### config.mk
export PLATFORM = sky130hd
export DESIGN_NAME = sct_regs
export DESIGN_NICKNAME = d
export VERILOG_FILES = /design/src/design/sct_pkg.sv /design/src/design/sct_regs.sv
export SDC_FILE = /design/constraint.sdc
export NUM_CORES = 1
export LEC_CHECK = 0
export BUFFER_PORTS_ARGS = -buffer_cell sky130_fd_sc_hd__buf_2
export CAP_MARGIN = 40
export CORE_UTILIZATION = 44
export DETAILED_ROUTE_END_ITERATION = 10
export HOLD_SLACK_MARGIN = 0.03
export PLACE_DENSITY_LB_ADDON = 0.15
export SETUP_SLACK_MARGIN = 0.5
export SYNTH_ARGS = -nofsm -noshare
export SYNTH_HDL_FRONTEND = slang
export SYNTH_SLANG_ARGS = --single-unit
### constraint.sdc
create_clock -name clk -period 1.1 [get_ports clk]
set_input_delay 0.11 -clock clk [delete_from_list [all_inputs] [get_ports clk]]
set_output_delay 0.11 -clock clk [all_outputs]
set_load 0.1 [all_outputs]
### src/design/sct_pkg.sv
// Shared types, constants and command codes for the scaled clock timer scheduler.
// No dependencies.
package sct_pkg;

    localparam int SLOTS     = 16;
    localparam int SLOT_W    = $clog2(SLOTS);
    localparam int MAX_FIRES = 63;
    localparam int FIRE_W    = 6;
    localparam int FRAC_BITS = 16;
    localparam int TIME_W    = 48;
    localparam int HANDLE_W  = 31;

    localparam logic [TIME_W-1:0] TIME_MAX = {TIME_W{1'b1}};

    typedef enum logic [1:0] {
        CMD_ADVANCE = 2'd0,
        CMD_ADD_ONE = 2'd1,
        CMD_ADD_REP = 2'd2,
        CMD_CANCEL  = 2'd3
    } cmd_t;

    typedef enum logic [2:0] {
        KIND_FIRED    = 3'd0,
        KIND_ADDED    = 3'd1,
        KIND_REFUSED  = 3'd2,
        KIND_FULL     = 3'd3,
        KIND_CANCELED = 3'd4,
        KIND_NOTFOUND = 3'd5,
        KIND_DONE     = 3'd6
    } kind_t;

    typedef enum logic [3:0] {
        ST_IDLE,
        ST_MUL,
        ST_DIV,
        ST_SCAN,
        ST_PICK,
        ST_FIRE,
        ST_DAY,
        ST_OUT,
        ST_WAIT
    } state_t;

    localparam logic [1:0] REG_SPEED = 2'd0;
    localparam logic [1:0] REG_GAME  = 2'd1;
    localparam logic [1:0] REG_REAL  = 2'd2;

    // controller -> datapath
    typedef struct packed {
        logic    load;       // capture input beat
        logic    mul_start;
        logic    div_start;  // start scaled increment divide
        logic    add_inc;
        logic    scan_start;
        logic    fire;       // emit best, update slot
        logic    do_cmd;     // execute add / cancel
        logic    day_start;  // start day/time-of-day divide
        logic    set_done;   // result kind advance done
        logic    out_load;
    } dp_ctrl_t;

    // datapath -> controller
    typedef struct packed {
        cmd_t    cmd;
        logic    mul_busy;
        logic    div_busy;
        logic    scan_busy;
        logic    found;
        logic    day_busy;
    } dp_stat_t;

    function automatic logic [3:0] speed_mult(input logic [2:0] mode);
        logic [3:0] m;
        m = 4'd1;
        case (mode)
            3'd0:    m = 4'd0;
            3'd2:    m = 4'd2;
            3'd3:    m = 4'd4;
            3'd4:    m = 4'd8;
            default: m = 4'd1;
        endcase
        return m;
    endfunction

    function automatic logic [TIME_W-1:0] sat_add(input logic [TIME_W-1:0] a,
                                                  input logic [TIME_W-1:0] b);
        logic [TIME_W:0] s;
        s = {1'b0, a} + {1'b0, b};
        return s[TIME_W] ? TIME_MAX : s[TIME_W-1:0];
    endfunction

endpackage

### src/design/sct_regs.sv
// APB configuration registers: speed mode and day length settings.
// Depends on sct_pkg.
module sct_regs (
    input  logic        clk,
    input  logic        rst_n,
    input  logic        psel,
    input  logic        penable,
    input  logic        pwrite,
    input  logic [3:0]  paddr,
    input  logic [31:0] pwdata,
    output logic [31:0] prdata,
    output logic [2:0]  speed_mode,
    output logic [19:0] game_seconds_per_day,
    output logic [19:0] real_seconds_per_day
);
    logic [2:0]  speed_reg;
    logic [19:0] game_reg, real_reg;
    logic        wr;

    assign wr = psel && penable && pwrite;

    always_ff @(posedge clk or negedge rst_n)
    begin
        if (!rst_n)
        begin
            speed_reg <= 3'd1;
            game_reg  <= 20'd86400;
            real_reg  <= 20'd1440;
        end
        else if (wr && paddr[1:0] == 2'b00)
        begin
            unique case (paddr[3:2])
                sct_pkg::REG_SPEED: speed_reg <= pwdata[2:0];
                sct_pkg::REG_GAME:  game_reg  <= pwdata[19:0];
                sct_pkg::REG_REAL:  real_reg  <= pwdata[19:0];
                default:            ;
            endcase
        end
    end

    always_comb
    begin
        prdata = '0;
        unique case (paddr[3:2])
            sct_pkg::REG_SPEED: prdata = {29'd0, speed_reg};
            sct_pkg::REG_GAME:  prdata = {12'd0, game_reg};
            sct_pkg::REG_REAL:  prdata = {12'd0, real_reg};
            default:            prdata = '0;
        endcase
    end

    assign speed_mode           = speed_reg;
    assign game_seconds_per_day = game_reg;
    assign real_seconds_per_day = real_reg;
endmodule

==> results of run 1 <==
-- metrics by stage --
step	util, %	TNS (ps)	setup WS (ps)	hold WS [ps]
after detailed placement	92.7	-9060	-216	112
after global placement	92.7	-6160	-132	96.0
after floorplan	-	-4060	-490	-186
-- kinds of logic after synthesis --
group	Yosys count	share of synthesized area, %
buf+inv	21	7.47
compound gates	20	7.95
flops	43	52.8
mux	46	28.6
other cells	1	0.182
simple gates	11	2.98
==> implementation parameters, run 1 <==
Parameter                              Value

Logic synthesis
  Post-synthesis async set-or-reset flop share    100%
  Netlist area before placement    2060 um2
  Post-synth top area share    40.1%
  Mapped Cells    approximately 140
  Synthesis-stage register bit count    43
  Cell type contributing the most total cell area after synthesis    dfrtp_1
  Top cells by count, synth    dfrtp_1, mux2_2, mux2_4
  Leading cell type by number of instances after synthesis    dfrtp_1
  Average cell area after synthesis    14.5 um2
  Top flip-flop cell by instance count after synthesis    dfrtp_1
  Fraction of the yosys area taken by sequential cells    52.8%
  Cell types occupying the most area after synthesis    dfrtp_1, mux2_4, dfstp_2
  Number of enable-type register cells in the synthesized netlist    0
  Number of unique standard cell types used by synthesis    19
  Synth warn    0

Place
  Detailed-placement wirelength estimate    5100 um
  Number of placed instances, taps included    around 290
  Quantity of I/O buffers inserted on ports    91
  Placement-stage cell area    4090 um2
  Routability congestion estimate from global placement    0.706

Status
  Status    aborted with a tool error
  Stop err    [ERROR DPL-0038] Utilization greater than 100%, impossible to legalize
  Last stage reached    clock tree synthesis (4_1_cts)

CTS
  Maximum level of the CTS H-tree    2
  Clk Tree Root Cell    clkbuf_8
  CTS Sinks    43
  Post-cts resize count    63
  Maximum buffer depth of the clock tree    2
  CTS buffer count    5
  Buffer count from post-CTS setup fixing    60

Floorplan
  I/O pin total    116
  Vert. Die Dim    around 70 um
  Number of placement rows    24
  Starting density of the core    46.7%
  Die boundary width    70.4 um
==> inputs of run 2 (changes only) <==
Settings changed: CORE_UTILIZATION 44 to 40, HOLD_SLACK_MARGIN 0.03 to not set, SETUP_SLACK_MARGIN 0.5 to not set.
==> implementation parameters, run 2 <==
Parameter                              Value

Status
  Status    finished, violations left
  Failing checks    setup timing

Critical path
  Termination of the worst setup path    prdata[0]
  Critical path startpoint category    register
  Worst reg2reg path depth    3
  Worst Path Required    990 ps
  Arrival time at the worst endpoint    1400 ps
  Critical setup path kind    register to output port
  Crit path max fanout    2
  Worst reg-to-reg setup slack    -10 ps
  Endpoint class of the critical path    output port
  Worst flop-to-flop path startpoint    game_seconds_per_day[17]
  Largest stage delay, worst path    640 ps
  Ordered cell list for the critical path    mux2i_4 > o21ai_4 > buf_12
  CP Launch Point    speed_mode[0]
  Worst r2r dst    game_seconds_per_day[17]
  Cell with the largest stage delay on the worst path    dfstp_4

Logic synthesis
  Average cell area after synthesis    14.5 um2 (unchanged)
  Mapped Cells    142 (unchanged)
  Cell type contributing the most total cell area after synthesis    dfrtp_1
  Top cells by count, synth    dfrtp_1, mux2_2, mux2_4
  Fraction of the yosys area taken by sequential cells    52.8% (unchanged)
  Top flip-flop cell by instance count after synthesis    dfrtp_1
  Netlist area before placement    2060 um2 (unchanged)
  Synthesis-stage register bit count    43 (unchanged)
  Synth warn    0 (unchanged)
  Number of unique standard cell types used by synthesis    19 (unchanged)
  Leading cell type by number of instances after synthesis    dfrtp_1
  Post-synthesis async set-or-reset flop share    100% (unchanged)
  Number of enable-type register cells in the synthesized netlist    0 (unchanged)
  Post-synth top area share    40.1% (unchanged)
  Cell types occupying the most area after synthesis    dfrtp_1, mux2_4, dfstp_2

Final layout
  Leading cell types in the layout, fill and taps excluded    buf_12, buf_6, buf_2
  P&R area growth vs syn    120%
  Most common library cell in the layout ignoring fill and taps    buf_12
  Final cell count without fillers    355
  Number of nets in the layout    between 300 and 400
  Diode count    0
  Fraction of layout cells with a size suffix above 1    91.7%

STA
  Fmax achieved    661 MHz
  Crit share post-route    137%
  Unrepaired setup endpoints after global routing    true
  Post-Route Skew    0 ps
  Final setup viols    58
  Shortest period the worst path allows    1510 ps
  Number of failing hold endpoints at the final stage    0
  Worst Slack Setup Final    -412 ps
  Final max-slew violation count    0

Floorplan
  I/O pin total    116 (unchanged)
  Vert. Die Dim    73.8 um (+4.7%)
  Die ar.    5440 um2
  Die boundary width    73.8 um (+4.7%)
  Area of the core    between 4000 and 5000 um2
  Number of placement rows    25 (+4.2%)
  Starting density of the core    42.5% (-4.2 points)

CTS
  Clock tree from TritonCTS    done
  CTS Sinks    43 (unchanged)
  CTS buffer count    5 (unchanged)
  Clock Pin Slew Worst Setup and Hold Paths    90 ps
  Latest clock arrival within the worst-skew pair    around 300 ps
  Maximum level of the CTS H-tree    2 (unchanged)
  Maximum buffer depth of the clock tree    2 (unchanged)
  Clk Tree Root Cell    clkbuf_8

GRT
  Initial antenna violation count    0
  Global-route wire length before repair    10,600 um
  Total overflow reported by the global router    0
  Overall global routing resource usage    a little over a quarter
  Largest net degree at the start of global routing    44
  Number of global-route vias before repair    around 1,800

Drt
  Routed len/inst    between 20 and 25 um
  Count of vias placed by the detailed router    1,853
  Initial DRC count    around 120
  1st-pass router iterations    4
  Antenna-violating nets left    0
  Routed wire length    about 8700 um
  Routed wl met2    4650 um
  DRC errors left    0
  Wl on met1    between 3000 and 4000 um
  Detailed route wirelength on metal3    462 um
  Post-DR vias/cell    5.22
  Uppermost metal layer occupied by signal nets    met4

Pwr
  Switching power summed over all nets    3.75 mW
  Combinational Power Share    roughly three fifths
  Clock network fraction of design power    a little over an eighth
  Switching share of power    ~47%
  Standby leakage power    between 2 and 2.5 nW
  IR Drop Worst-Case VDD    1.30 mV
  Sequential power share    approximately 28%
  Power Density    1770 nW/um2
  Total power draw    8.04 mW
  Internal power component    ~4.3 mW

Place
  Routability congestion estimate from global placement    0.718 (+1.7%)
  Quantity of I/O buffers inserted on ports    91 (unchanged)
  Post-placement worst setup slack    -167 ps (+48.7 ps)
  Number of placed instances, taps included    306 (+5.2%)
  Detailed-placement wirelength estimate    4200 um (-18%)

Run
  Max-cap violations    0

Hold path
  Min-Delay Startpoint    pwdata[9]
  Path category of the worst min-delay check    primary input to register
==> run 2: cell counts after synthesis <==
No cell type changed its count.
==> run 2: timing repair <==
item | in CTS | in global routing
hold endpoints to repair | 33 | 0
setup buffers | 31 | 11
pin swaps | 5 | 0
endpoints found under the setup margin | 31 | 54
resized for setup | 26 | 13
hold buffers | 1 | 0
==> run 2: final cells by class <==
class,count,area [um2]
sequential,43,1230
fill,116,314
clock inverter,1,3.75
clock buffer,7,86.3
tap,67,83.8
timing repair buffer,148,2040
multi-input combinational,89,1090
==> run 2: layer usage <==
layer | GRT usage, % | vias to the layer above
li1 | - | 779
met1 | 32.4 | 944
met2 | 48.0 | 106
met4 | 10.9 | 0
met3 | 6.04 | 24
met5 | 0 | -
==> run 2: how the worst min path moves through the flow <==
stage,endpoint,slack (ps),cells past startpoint
3_5_place_dp,game_seconds_per_day[10],110,2
4_1_cts,game_seconds_per_day[10],60,2
6_report,game_seconds_per_day[9],50,2
3_3_place_gp,real_seconds_per_day[12],100,2
2_1_floorplan,game_seconds_per_day[0],-190,0
5_1_grt,real_seconds_per_day[6],60,2
==> run 2: per-stage QoR <==
stage               setup TNS, ps  utilization (%)  instance area (um2)  hold slack [ps]
finish                      -9210             93.5                 4530             51.3
global route               -10310             93.5                 4530             57.1
CTS                         -7920             91.3                 4430             62.7
detailed placement          -7630             82.1                 3980              109
global placement            -6540             82.1                 3980              102
floorplan                   -3980                -                 2500             -186
==> run 2: power groups by stage <==
stage          logic, mW  registers (mW)  clock network (mW)
2_1_floorplan       1.17            3.75                   0
3_3_place_gp        4.06            2.31                   0
3_5_place_dp        4.10            2.32                   0
4_1_cts             4.54            2.20                1.03
5_1_grt             4.82            2.27                1.13
6_report            4.73            2.25                1.07
==> run 2: critical path, delay by kind of cell, from the launching register on <==
kind | cells | cell delay [ps]
muxes | 1 | 70
buffers and inverters | 1 | 200
DFF | 1 | 640
AOI/OAI and AO/OA | 1 | 180
==> run 2: kinds of logic (layout without fill, tap and decap cells) <==
family | after synthesis | count (layout) | share of synthesized area, %
AOI/OAI and AO/OA | 20 | 20 | 7.95
DFF | 43 | 43 | 52.8
and+or+nand+nor | 11 | 11 | 2.98
muxes | 46 | 46 | 28.6
buffers and inverters | 21 | 156 | 7.47
other | 1 | 12 | 0.182
Power figures use the tool's default switching activity.
