==> src/design/sct_pkg.sv <==
// Shared types, constants and command codes for the scaled clock timer scheduler.
// No dependencies.
package sct_pkg;

    localparam int SLOTS     = 16;
    localparam int SLOT_W    = $clog2(SLOTS);
    localparam int MAX_FIRES = 63;
    localparam int FIRE_W    = 6;
    localparam int FRAC_BITS = 16;
    localparam int TIME_W    = 48;
    localparam int HANDLE_W  = 31;

    localparam logic [TIME_W-1:0] TIME_MAX = {TIME_W{1'b1}};

    typedef enum logic [1:0] {
        CMD_ADVANCE = 2'd0,
        CMD_ADD_ONE = 2'd1,
        CMD_ADD_REP = 2'd2,
        CMD_CANCEL  = 2'd3
    } cmd_t;

    typedef enum logic [2:0] {
        KIND_FIRED    = 3'd0,
        KIND_ADDED    = 3'd1,
        KIND_REFUSED  = 3'd2,
        KIND_FULL     = 3'd3,
        KIND_CANCELED = 3'd4,
        KIND_NOTFOUND = 3'd5,
        KIND_DONE     = 3'd6
    } kind_t;

    typedef enum logic [3:0] {
        ST_IDLE,
        ST_MUL,
        ST_DIV,
        ST_SCAN,
        ST_PICK,
        ST_FIRE,
        ST_DAY,
        ST_OUT,
        ST_WAIT
    } state_t;

    localparam logic [1:0] REG_SPEED = 2'd0;
    localparam logic [1:0] REG_GAME  = 2'd1;
    localparam logic [1:0] REG_REAL  = 2'd2;

    // controller -> datapath
    typedef struct packed {
        logic    load;       // capture input beat
        logic    mul_start;
        logic    div_start;  // start scaled increment divide
        logic    add_inc;
        logic    scan_start;
        logic    fire;       // emit best, update slot
        logic    do_cmd;     // execute add / cancel
        logic    day_start;  // start day/time-of-day divide
        logic    set_done;   // result kind advance done
        logic    out_load;
    } dp_ctrl_t;

    // datapath -> controller
    typedef struct packed {
        cmd_t    cmd;
        logic    mul_busy;
        logic    div_busy;
        logic    scan_busy;
        logic    found;
        logic    day_busy;
    } dp_stat_t;

    function automatic logic [3:0] speed_mult(input logic [2:0] mode);
        logic [3:0] m;
        m = 4'd1;
        case (mode)
            3'd0:    m = 4'd0;
            3'd2:    m = 4'd2;
            3'd3:    m = 4'd4;
            3'd4:    m = 4'd8;
            default: m = 4'd1;
        endcase
        return m;
    endfunction

    function automatic logic [TIME_W-1:0] sat_add(input logic [TIME_W-1:0] a,
                                                  input logic [TIME_W-1:0] b);
        logic [TIME_W:0] s;
        s = {1'b0, a} + {1'b0, b};
        return s[TIME_W] ? TIME_MAX : s[TIME_W-1:0];
    endfunction

endpackage

==> src/design/sct_ctrl.sv <==
// Controller state machine: sequences advance, fire loop, commands and result beats.
// Depends on sct_pkg.
module sct_ctrl (
    input  logic               clk,
    input  logic               rst_n,
    input  logic               in_valid,
    output logic               in_ready,
    output logic               out_valid,
    input  logic               out_ready,
    output logic               out_last,
    output sct_pkg::dp_ctrl_t  ctrl,
    input  sct_pkg::dp_stat_t  stat
);
    sct_pkg::state_t state_reg, state_next;
    logic [sct_pkg::FIRE_W-1:0] fires_reg, fires_next;
    logic last_reg, last_next;

    always_ff @(posedge clk or negedge rst_n)
    begin
        if (!rst_n)
        begin
            state_reg <= sct_pkg::ST_IDLE;
            fires_reg <= '0;
            last_reg  <= 1'b0;
        end
        else
        begin
            state_reg <= state_next;
            fires_reg <= fires_next;
            last_reg  <= last_next;
        end
    end

    always_comb
    begin
        state_next = state_reg;
        fires_next = fires_reg;
        last_next  = last_reg;
        ctrl       = '0;
        in_ready   = 1'b0;
        out_valid  = 1'b0;
        unique case (state_reg)
            sct_pkg::ST_IDLE:
            begin
                in_ready = 1'b1;
                if (in_valid)
                begin
                    ctrl.load  = 1'b1;
                    state_next = sct_pkg::ST_MUL;
                end
            end
            sct_pkg::ST_MUL:
            begin
                if (stat.cmd == sct_pkg::CMD_ADVANCE)
                begin
                    ctrl.mul_start = 1'b1;
                    fires_next     = '0;
                    state_next     = sct_pkg::ST_DIV;
                end
                else
                begin
                    ctrl.do_cmd = 1'b1;
                    last_next   = 1'b1;
                    state_next  = sct_pkg::ST_DAY;
                end
            end
            sct_pkg::ST_DIV:
            begin
                if (!stat.mul_busy)
                begin
                    ctrl.div_start = 1'b1;
                    state_next     = sct_pkg::ST_SCAN;
                end
            end
            sct_pkg::ST_SCAN:
            begin
                if (!stat.div_busy)
                begin
                    ctrl.add_inc    = 1'b1;
                    ctrl.scan_start = 1'b1;
                    state_next      = sct_pkg::ST_PICK;
                end
            end
            sct_pkg::ST_PICK:
            begin
                if (!stat.scan_busy)
                begin
                    if (stat.found && fires_reg != sct_pkg::FIRE_W'(sct_pkg::MAX_FIRES))
                    begin
                        ctrl.fire  = 1'b1;
                        fires_next = fires_reg + sct_pkg::FIRE_W'(1);
                        last_next  = 1'b0;
                    end
                    else
                    begin
                        ctrl.set_done = 1'b1;
                        last_next     = 1'b1;
                    end
                    state_next = sct_pkg::ST_DAY;
                end
            end
            sct_pkg::ST_DAY:
            begin
                ctrl.day_start = 1'b1;
                state_next     = sct_pkg::ST_WAIT;
            end
            sct_pkg::ST_WAIT:
            begin
                if (!stat.day_busy)
                begin
                    ctrl.out_load = 1'b1;
                    state_next    = sct_pkg::ST_OUT;
                end
            end
            sct_pkg::ST_OUT:
            begin
                out_valid = 1'b1;
                if (out_ready)
                begin
                    if (last_reg)
                    begin
                        state_next = sct_pkg::ST_IDLE;
                    end
                    else
                    begin
                        ctrl.scan_start = 1'b1;
                        state_next      = sct_pkg::ST_PICK;
                    end
                end
            end
            default:
            begin
                state_next = sct_pkg::ST_IDLE;
            end
        endcase
    end

    assign out_last = last_reg;
endmodule

==> config.mk <==
export PLATFORM = sky130hd
export DESIGN_NAME = sct_ctrl
export DESIGN_NICKNAME = d
export VERILOG_FILES = /design/src/design/sct_pkg.sv /design/src/design/sct_ctrl.sv
export SDC_FILE = /design/constraint.sdc
export NUM_CORES = 1
export LEC_CHECK = 0
export BUFFER_PORTS_ARGS = -buffer_cell sky130_fd_sc_hd__buf_2
export CORE_ASPECT_RATIO = 1.1
export CORE_MARGIN = 2
export CORE_UTILIZATION = 54
export CTS_CLUSTER_SIZE = 14
export DETAILED_ROUTE_END_ITERATION = 16
export GPL_TIMING_DRIVEN = 0
export HOLD_SLACK_MARGIN = 0.08
export PLACE_DENSITY = 0.82
export SKIP_CTS_REPAIR_TIMING = 1
export SLEW_MARGIN = 10
export SYNTH_ARGS = -nofsm -noshare
export SYNTH_HDL_FRONTEND = slang
export SYNTH_SLANG_ARGS = --single-unit
export TNS_END_PERCENT = 10
==> constraint.sdc <==
create_clock -name clk -period 3.45 [get_ports clk]
set_clock_uncertainty 0.15 [all_clocks]
set_input_delay 0.69 -clock clk [delete_from_list [all_inputs] [get_ports clk]]
set_output_delay 0.69 -clock clk [all_outputs]
set_load 0.01 [all_outputs]
# Yosys cells after proc, flatten, opt, wreduce, memory -nomap -nowiden

Cells that the tools add are included.

Flip-flop bits (word level): 11
Input port bits: 11
Output and inout port bits: 13
Word-level logic and storage cells: 68

Add/subtract/negate cells: 1
Equality and inequality tests: 17
Multiplexer cells: 40
Reduce and logical (&&, ||, !) cells: 7

Operators with widths:

| cell                                           | count |
|---|---|
| case mux 4 bit (8 select lines)                | 1 |
| two-way mux 1 bit                              | 24 |
| two-way mux 4 bit                              | 6 |
| two-way mux 6 bit                              | 3 |
| != test 2 bit (second input constant)          | 9 |
| == test 4 x 3 -> 1 bit (second input constant) | 3 |
| case mux 6 bit (2 select lines)                | 1 |
| == test 4 x 2 -> 1 bit (second input constant) | 2 |
| adder 6 x 1 -> 6 bit (second input constant)   | 1 |
| two-way mux 3 bit                              | 2 |
| != test 6 bit (second input constant)          | 1 |
| AND reduction 6 bit                            | 1 |
| == test 4 x 1 -> 1 bit (second input constant) | 1 |
| == test 4 bit (second input constant)          | 1 |
| zero test 4 bit                                | 1 |
| case mux 1 bit (2 select lines)                | 2 |
| AND reduction 4 bit                            | 1 |
| AND reduction 3 bit                            | 1 |
| zero test 2 bit                                | 1 |
| two-way mux 2 bit                              | 1 |
| nonzero test 2 bit                             | 1 |
| logical AND 1 bit                              | 1 |

# Longest topological paths before layout

Gate-level depths: netlist of the first run.

Depth after elaboration: 5
Gate-level depth with buffers: 7
Depth with buffers taken out: 6

# Least setup slack after synthesis of the first run

OpenSTA, ideal clock, no wires.

Path kind: reg2out
From: register state_reg[1]
To: output port ctrl[8] (netlist name)
Arrival: 1.573 ns
Required time: 2.610 ns
Slack: 1.037 ns
Stages on the path, launching flop included: 5
Path buffers: 2
Cells stage by stage: dfrtp_1 > buf_6 > or4b_2 > buf_2 > nor3_1

RTL lines:

| what                   | line           | RTL |
|---|---|---|
| start, declared        | sct_ctrl.sv:14 | `sct_pkg::state_t state_reg, state_next;` |
| start signal, assigned | sct_ctrl.sv:22 | `state_reg <= sct_pkg::ST_IDLE;` |
| start signal, assigned | sct_ctrl.sv:28 | `state_reg <= state_next;` |
| end, declared          | sct_ctrl.sv:11 | `output sct_pkg::dp_ctrl_t ctrl,` |

==> flow_summary.yaml, run 1 <==
route:
  detailroute.via_count: 899
  drt_first_iter_violations: 28
  drt-vias-per-instance: 6.116
  wl_um: 2082
  first_pass_iters: 4
  post-route-drc-count: 0
  ant_nets: 0
  route.detailed.wl_per_inst_um: 14.16
sta:
  setup_viol: 0
  report.final.slew_viol_count: 0
  rsz0062_at_grt: "false"
  fmax_ghz: 0.3457
  timing.max_slew.rel_slack: 0.7178
  hold_viol: 0
  worst-slew-pin-transition_ps: 423.3
  post-route-period-util: 0.8385
  setup-tns-final_ps: 0
  fin_ws_ps: 557.2
  layout_min_cycle_time_ps: 2893
global_routing:
  initial_antenna_violation_count: 0
  grt_pass1_vias: 829
  global_route.usage.total: 0.2373
  grt_max_degree: 12
  grt_first_pass_wirelength_um: 3532
  grt_remaining_overflow: 0
hold_path:
  hold_path.class: "input port to async pin"
die:
  fp.dieArea_um2: 1948
  initial_utilization: 0.5650
  fp.dieW_um: 42.26
  floorplan.core_area_um2: 1539
  rows: 15
  boundaryPins: 24
  die_y_um: 46.09
worst_setup_path:
  critical_path.endpoint_type: "output pin"
  timing.setup.critical_path_class: "flop to output pin"
  crit_path_start_kind: "flop"
  required_time_at_the_endpoint_of_the_critical_path_ps: 2610
  reg2reg_depth: 6
  critPathArrivalTime_ps: 2050
  cp_max_fo: 9
power:
  total_power_mw: 0.7960
  part_of_the_total_power_dissipated_in_the_clock_network: 0.115
  power.sequential.fraction: 0.276
  cellInternalPower_mw: 0.4325
  power_density_over_the_cells_nw_per_um2: 771.1
  switching_power_mw: 0.3635
  vdd_drop_max_mv: 0.3713
  power.combinational.fraction: 0.609
  p_sw_frac: 0.4566
  power.static_leakage_nw: 0.4625
synthesis:
  synth_edf_count: 0
  synthFlopType: "dfrtp_1"
  ys_warn_count: 0
  syn-instance-count: 103
  asyncSetResetFlopFracSynth: 1.000
  net_count_synth: 115
  flip_flop_and_latch_count_after_synthesis: 11
  synth_cell_types: 42
  synth_seq_area_share: 0.3165
  syn-mean-instance-area_um2: 8.443
  post_synth_instance_area_um2: 869.6
placed_design:
  place.gp.congestion: 0.8478
  io_buffers: 23
  dp_hpwl_um: 1557
  placement.setup.worst_slack_ps: 873.6
clock_tree:
  cts_tree: "done"
  h_tree_level_count: 1
  numCtsBuffers: 3
  max-clock-path-buffers: 2
  cts-root-buf: "clkbuf_4"
  clk_transition_reported_paths_ps: 80
  clock-sinks: 11
  insertion_delay_ps: 270
layout:
  diodes: 0
  final_cell_mix: "26 x buf_2, 11 x dfrtp_1, 9 x nor2_1"
  final_common_cell: "buf_2"
  final_layout_size_suffix_gt1_frac: 0.3000
  layout.nets: 143
  largest_register_ffs: 6
  nFillCells: 125
  syn_to_final_growth_pct: 18.71
job:
  max-cap-violations: 0
run_status:
  status: "complete, no violations"
## worst paths after layout
check	from	end	slack [ps]
worst max-delay path	state_reg[1]$_DFFE_PN0P_	ctrl[4]	560
max in group asynchronous	rst_n	state_reg[1]$_DFFE_PN0P_	2800
worst min register to register	fires_reg[0]$_DFFE_PN0P_	fires_reg[0]$_DFFE_PN0P_	350
worst min-delay path	rst_n	state_reg[3]$_DFFE_PN0P_	140
worst max register to register	state_reg[1]$_DFFE_PN0P_	fires_reg[3]$_DFFE_PN0P_	1310
min in group clk	fires_reg[0]$_DFFE_PN0P_	fires_reg[0]$_DFFE_PN0P_	350
## per-layer routing
layer	global-route usage	vias up	part of all wire
met5	0	-	0
met4	0.1188	0	0.015
met3	0.02745	7	0.054
met2	0.3908	33	0.48
met1	0.3130	422	0.45
li1	-	437	-
## synthesized netlist by cell type (2+ instances only)
library cell,n,area (um^2)
nand2_1,5,18.77
a21oi_1,5,25.02
nand3_1,4,20.02
nor2_1,9,33.78
nand2b_1,3,18.77
nand3b_1,2,15.01
mux2_2,2,22.52
nor2b_1,3,18.77
and3_1,2,12.51
inv_1,5,18.77
buf_2,3,15.01
clkbuf_1,4,15.01
o22ai_1,3,18.77
or4b_2,2,20.02
dfrtp_1,11,275.3
nor3b_1,2,15.01
nor4_1,3,18.77
o221ai_1,2,17.52
nor3_1,5,25.02
a211oi_1,2,15.01
a31oi_1,2,12.51
or4b_1,2,20.02
o21ai_0,3,15.01
## cell type report
| cell class | instances | area [um^2] | share of cell area |
|---|---|---|---|
| Multi-Input combinational cell | 77 | 521.8 | 0.5055 |
| Sequential cell | 11 | 275.3 | 0.2667 |
| Timing Repair Buffer | 23 | 115.1 | 0.1115 |
| Buffer | 9 | 45.04 | 0.04364 |
| Inverter | 6 | 27.53 | 0.02667 |
| Clock buffer | 4 | 26.28 | 0.02545 |
| Tap cell | 17 | 21.27 | 0.02061 |
## metrics by stage
step                      instance area [um^2]  hold WS [ps]  std cells  utilization
final                                     1032         135.6        147       0.6707
after CTS                                 1032         135.5        147       0.6707
after floorplan                          869.6         244.4        103            -
after global placement                    1006         326.9        143       0.6537
after global routing                      1032         148.5        147       0.6707
after detailed placement                  1006         333.9        143       0.6537
## worst max-delay path, stage by stage, from the launching register on
cell and delay [ps]:
dfrtp_1 370, buf_6 130, or4b_1 530, buf_2 180, a311o_4 360, clkinv_4 90
buf_2 130
## kinds of logic (layout without fill, tap and decap cells)
family,count (synthesis),in the layout,share of synthesized area
buffers and inverters,15,42,0.08344
adders and majority gates,1,1,0.01439
muxes,3,3,0.03741
xor gates and xnor gates,1,1,0.01007
AOI/OAI and AO/OA,24,24,0.2072
and+or+nand+nor,48,48,0.3309
DFF,11,11,0.3165
## power groups by stage
stage	Sequential, mW	Combinational [mW]	Clock [mW]
finish	0.220	0.485	0.0912
global route	0.229	0.533	0.0972
global placement	0.219	0.461	0
CTS	0.220	0.480	0.0923
detailed placement	0.222	0.478	0
floorplan	0.214	0.361	0
No activity file was read; power rests on OpenSTA's default activity.
==> run 2: changes to the inputs <==
Settings changed: ABC_AREA set to 1, CORE_UTILIZATION 54 to 50, PLACE_DENSITY 0.82 to 0.77.
Clock period 3.45 ns to 2.7 ns, I/O delays scaled along.
==> run 2 against run 1 <==
Area after synthesis is 2.0% lower. Sequential power is 12% higher. Via count is 1.4% lower. Sequential cell count stayed put. Total power is 14% higher. Critical path depth is 1 higher. Die area is 5.3% higher. Worst hold slack better by 220 ps. Worst setup slack worse by 210 ps. Cell count is 22% higher. Combinational power is 14% higher.
==> flow_summary.yaml, run 2 <==
die:
  fp.dieArea_um2: 2051
  fp.dieW_um: 43.36
  rows: 15
  boundaryPins: 24
  floorplan.core_area_um2: 1577
  initial_utilization: 0.5405
  die_y_um: 47.30
layout:
  syn_to_final_growth_pct: 20.26
  final_layout_size_suffix_gt1_frac: 0.2778
  final_cell_mix: "47 x nand2_1, 23 x buf_2, 20 x nor2_1"
  nFillCells: 147
  final_common_cell: "nand2_1"
  layout.nets: 175
  largest_register_ffs: 6
  diodes: 0
sta:
  setup_viol: 0
  report.final.slew_viol_count: 0
  post-route-period-util: 0.8709
  worst-slew-pin-transition_ps: 344.2
  setup-tns-final_ps: 0
  rsz0062_at_grt: "false"
  timing.max_slew.rel_slack: 0.7703
  layout_min_cycle_time_ps: 2351
  fmax_ghz: 0.4253
  hold_viol: 0
  fin_ws_ps: 348.5
synthesis:
  top_cells_by_area_synth: "dfrtp_1 32%, nand2_1 21%, nor2_1 8.8%"
  syn-mean-instance-area_um2: 6.359
  net_count_synth: 146
  synth_largest_type_area_fraction: 0.3231
  asyncSetResetFlopFracSynth: 1.000
  syn-instance-count: 134
  synth_commonest_cells: "47 x nand2_1, 20 x nor2_1, 16 x inv_1"
  synth_edf_count: 0
  synth_seq_area_share: 0.3231
  synth_top_area_cell: "dfrtp_1"
  synth.most_common_cell: "nand2_1"
  synthFlopType: "dfrtp_1"
  flip_flop_and_latch_count_after_synthesis: 11
  synth_cell_types: 19
  ys_warn_count: 0
  post_synth_instance_area_um2: 852.1
route:
  ant_nets: 0
  first_pass_iters: 4
  post-route-drc-count: 0
  detailroute.via_count: 886
  wl_um: 1796
  drt-vias-per-instance: 4.950
  drt_first_iter_violations: 22
  route.detailed.wl_per_inst_um: 10.03
power:
  vdd_drop_max_mv: 0.6138
  power.static_leakage_nw: 0.6071
  power_density_over_the_cells_nw_per_um2: 885.1
global_routing:
  grt_first_pass_wirelength_um: 3077
  grt_remaining_overflow: 0
  global_route.usage.total: 0.2066
  grt_pass1_vias: 721
  initial_antenna_violation_count: 0
  grt_max_degree: 12
clock_tree:
  clk_transition_reported_paths_ps: 60
  numCtsBuffers: 3
  max-clock-path-buffers: 2
  insertion_delay_ps: 260
  clock-sinks: 11
  cts-root-buf: "clkbuf_4"
  cts_tree: "done"
  h_tree_level_count: 1
placed_design:
  placement.setup.worst_slack_ps: 638.8
  dp_hpwl_um: 1465
  place.gp.congestion: 0.8568
  io_buffers: 23
run_status:
  status: "complete, no violations"
hold_path:
  hold_path.class: "flop to flop"
  hp-start: "fires_reg[5]$_DFFE_PN0P_"
worst_setup_path:
  critPathArrivalTime_ps: 1660
  required_time_at_the_endpoint_of_the_critical_path_ps: 2010
  critPathLaunch: "fires_reg[0]$_DFFE_PN0P_"
  critical_path.endpoint_type: "output pin"
  cp_max_fo: 4
  timing.setup.critical_path_class: "flop to output pin"
  crit_path_start_kind: "flop"
  rr_startpoint: "state_reg[1]$_DFFE_PN0P_"
job:
  max-cap-violations: 0
run 2: final timing paths:
kind | depth (start not counted) | end | slack [ps]
setup / recovery | 7 | ctrl[4] | 350
hold / removal | 2 | fires_reg[5]$_DFFE_PN0P_ | 350
setup reg to reg | 9 | fires_reg[2]$_DFFE_PN0P_ | 1090
hold reg to reg | 2 | fires_reg[5]$_DFFE_PN0P_ | 350
max in group asynchronous | 2 | fires_reg[2]$_DFFE_PN0P_ | 1680
min in group asynchronous | 2 | out_last$_DFFE_PN0P_ | 520
run 2: worst max-delay path: stages (launching register included):
cell	delay, ps
dfrtp_1	410
ha_1	230
nand3_1	120
nor2_1	60
nor2_1	130
nand2_1	90
nor2_2	180
buf_2	170
run 2: where the power goes:
part	switching [mW]	leakage (nW)	total, mW	internal (mW)
Clock	0.0511	0.0150	0.108	0.0571
Sequential	0.0419	0.144	0.247	0.205
Combinational	0.360	0.448	0.552	0.192
Total	0.453	0.607	0.907	0.454
run 2: logic make-up after synthesis:
group,share of synthesized area
AO/OA/AOI/OAI,0.01760
XOR/XNOR,0.03084
adder cells (fa/ha/maj),0.01468
buffers and inverters,0.09692
flip-flops,0.3230
AND/OR/NAND/NOR,0.5169
run 2: layout make-up:
class | instances | area [um^2] | share of cell area
plain buffers | 1 | 11.26 | 0.01099
multi-input cells | 103 | 494.2 | 0.4823
repair buffers | 24 | 125.1 | 0.1221
well taps | 17 | 21.27 | 0.02076
inverters | 19 | 71.32 | 0.06960
flip-flops and latches | 11 | 275.3 | 0.2686
clock buffers | 4 | 26.28 | 0.02564
run 2: metrics by stage:
| stage | std cells | power, mW | utilization | area, um^2 | hold slack (ps) |
|---|---|---|---|---|---|
| floorplan | 134 | 0.6649 | - | 852.1 | 94.41 |
| global placement | 174 | 0.7902 | 0.6270 | 988.4 | 267.1 |
| detailed placement | 174 | 0.8022 | 0.6270 | 988.4 | 268.2 |
| CTS | 178 | 0.9133 | 0.6437 | 1015 | -19.60 |
| global route | 179 | 0.9952 | 0.6500 | 1025 | 384.6 |
| finish | 179 | 0.9070 | 0.6500 | 1025 | 353.5 |
run 2: metal layers:
metal  track usage  wire length, um  vias to the layer above
met2        0.3015              840                       19
met4        0.1091               35                        0
li1              -                -                      468
met5             0                0                        -
met1        0.2952              851                      394
met3       0.03462               69                        5
==> run 3: changes to the inputs <==
Clock period 2.7 ns to 2.3 ns, I/O delays scaled along.
==> run 3 against run 2 <==
Die area stayed put. Critical endpoint unchanged. First-iteration DRC count is 4.5% lower. Worst hold slack worse by 27 ps. Wire length is 1.2% higher. Final area is 2.7% higher. Combinational power is 20% higher. Sequential cell count stayed put. Total power is 19% higher. Clock-buffer cell count stayed put. Clock power is 18% higher. Highest routed layer unchanged. Largest power group unchanged.
==> flow_summary.yaml, run 3 (synthesis gave the netlist of run 2 again) <==
worst_setup_path:
  critPathLaunch: "state_reg[1]$_DFFE_PN0P_"
  rr_startpoint: "state_reg[2]$_DFFE_PN0P_"
  r2r-end: "fires_reg[2]$_DFFE_PN0P_"
  critical_path.endpoint_type: "output pin"
  worst-r2r-setup-slack_ps: 680
  crit_path_start_kind: "flop"
  critPathArrivalTime_ps: 1540
  reg2reg_depth: 8
  cp_max_fo: 9
  required_time_at_the_endpoint_of_the_critical_path_ps: 1690
  timing.setup.critical_path_class: "flop to output pin"
layout:
  final_cell_mix: "47 x nand2_1, 23 x buf_2, 20 x nor2_1"
  final_core_occ: 0.6675
  final_cell_count_no_fill: 181
  final_common_cell: "nand2_1"
  nFillCells: 148
  syn_to_final_growth_pct: 23.49
  layout.nets: 177
  diodes: 0
  final_layout_size_suffix_gt1_frac: 0.2988
  largest_register_ffs: 6
die:
  rows: 15
  die_y_um: 47.30
  fp.dieArea_um2: 2051
  initial_utilization: 0.5405
  floorplan.core_area_um2: 1577
  fp.dieW_um: 43.36
  boundaryPins: 24
placed_design:
  dp_cell_count: 174
  place.gp.congestion: 0.8568
  io_buffers: 23
  dp_hpwl_um: 1465
sta:
  hold_viol: 0
  setup-tns-final_ps: 0
  report.final.slew_viol_count: 0
  timing.max_slew.rel_slack: 0.7703
  post-route-period-util: 0.9356
  rsz0062_at_grt: "false"
  layout_min_cycle_time_ps: 2152
  fmax_ghz: 0.4647
  worst-slew-pin-transition_ps: 344.2
  setup_viol: 0
power:
  vdd_drop_max_mv: 0.7256
  power.static_leakage_nw: 0.6154
  total_power_mw: 1.079
  power_density_over_the_cells_nw_per_um2: 1026
route:
  wl_um: 1818
  detailroute.via_count: 898
  route.detailed.wl_per_inst_um: 10.04
  drt_first_iter_violations: 21
  ant_nets: 0
  first_pass_iters: 4
  post-route-drc-count: 0
  drt-vias-per-instance: 4.961
global_routing:
  grt_first_pass_wirelength_um: 3077
  grt_max_degree: 12
  global_route.usage.total: 0.2066
  initial_antenna_violation_count: 0
  grt_remaining_overflow: 0
  grt_pass1_vias: 721
hold_path:
  timing.hold.worst_endpoint: "state_reg[3]$_DFFE_PN0P_"
  min_delay_path_depth: 3
  hold_path.class: "input port to flop"
  hp-start: "stat[0]"
clock_tree:
  cts_tree: "done"
  h_tree_level_count: 1
  clock-sinks: 11
  cts-root-buf: "clkbuf_4"
  max-clock-path-buffers: 2
  clk_transition_reported_paths_ps: 70
  insertion_delay_ps: 260
  numCtsBuffers: 3
run_status:
  status: "complete, no violations"
job:
  max-cap-violations: 0
==> run 3: changes by cell type in the layout (fill, tap and decap cells not counted) <==
cell / delta
buf_4: +2
ha_2: +1
ha_1: -1
nand3_1: -1
nor2_4: +1
nor2_2: -1
nand3_2: +1
==> run 3: area by class of cell <==
| type | instances | area (um^2) | area share |
|---|---|---|---|
| Sequential cell | 11 | 275.3 | 0.2616 |
| Buffer | 1 | 11.26 | 0.01070 |
| Tap cell | 17 | 21.27 | 0.02021 |
| Inverter | 19 | 71.32 | 0.06778 |
| Timing Repair Buffer | 26 | 140.1 | 0.1332 |
| Clock buffer | 4 | 26.28 | 0.02497 |
| Multi-Input combinational cell | 103 | 506.7 | 0.4816 |
==> run 3: worst max-delay path by stage <==
| stage | cells after the start | to |
|---|---|---|
| after floorplan | 6 | ctrl[4] |
| after global routing | 7 | ctrl[4] |
| after global placement | 7 | ctrl[4] |
| after CTS | 7 | ctrl[4] |
| after detailed placement | 7 | ctrl[4] |
| final | 7 | ctrl[4] |
==> run 3: worst max-delay path, stage by stage, from the launching register on <==
cell	delay [ps]
dfrtp_1	370
buf_6	140
nor2_4	170
nand2_2	160
inv_2	100
nand2_1	80
nor2_4	120
buf_2	130
==> run 3: metal layers <==
layer	global-route usage	wire length (um)	vias up
met3	0.03462	65	5
met2	0.3015	863	19
met5	0	0	-
li1	-	-	470
met1	0.2952	854	404
met4	0.1091	35	0
==> run 3: metrics by stage <==
step	hold slack [ps]	instance area [um^2]	setup WS [ps]
floorplan	14.41	852.1	569.1
detailed placement	188.2	988.4	318.8
CTS	-99.60	1015	28.15
global route	353.7	1052	40.58
global placement	187.1	988.4	364.1
finish	326.4	1052	148.2
==> run 3: where the power goes <==
part / switching [mW] / leakage (nW) / total (mW) / internal [mW]
logic: 0.426 / 0.456 / 0.662 / 0.236
registers: 0.0492 / 0.144 / 0.290 / 0.241
clock network: 0.0600 / 0.0150 / 0.127 / 0.0671
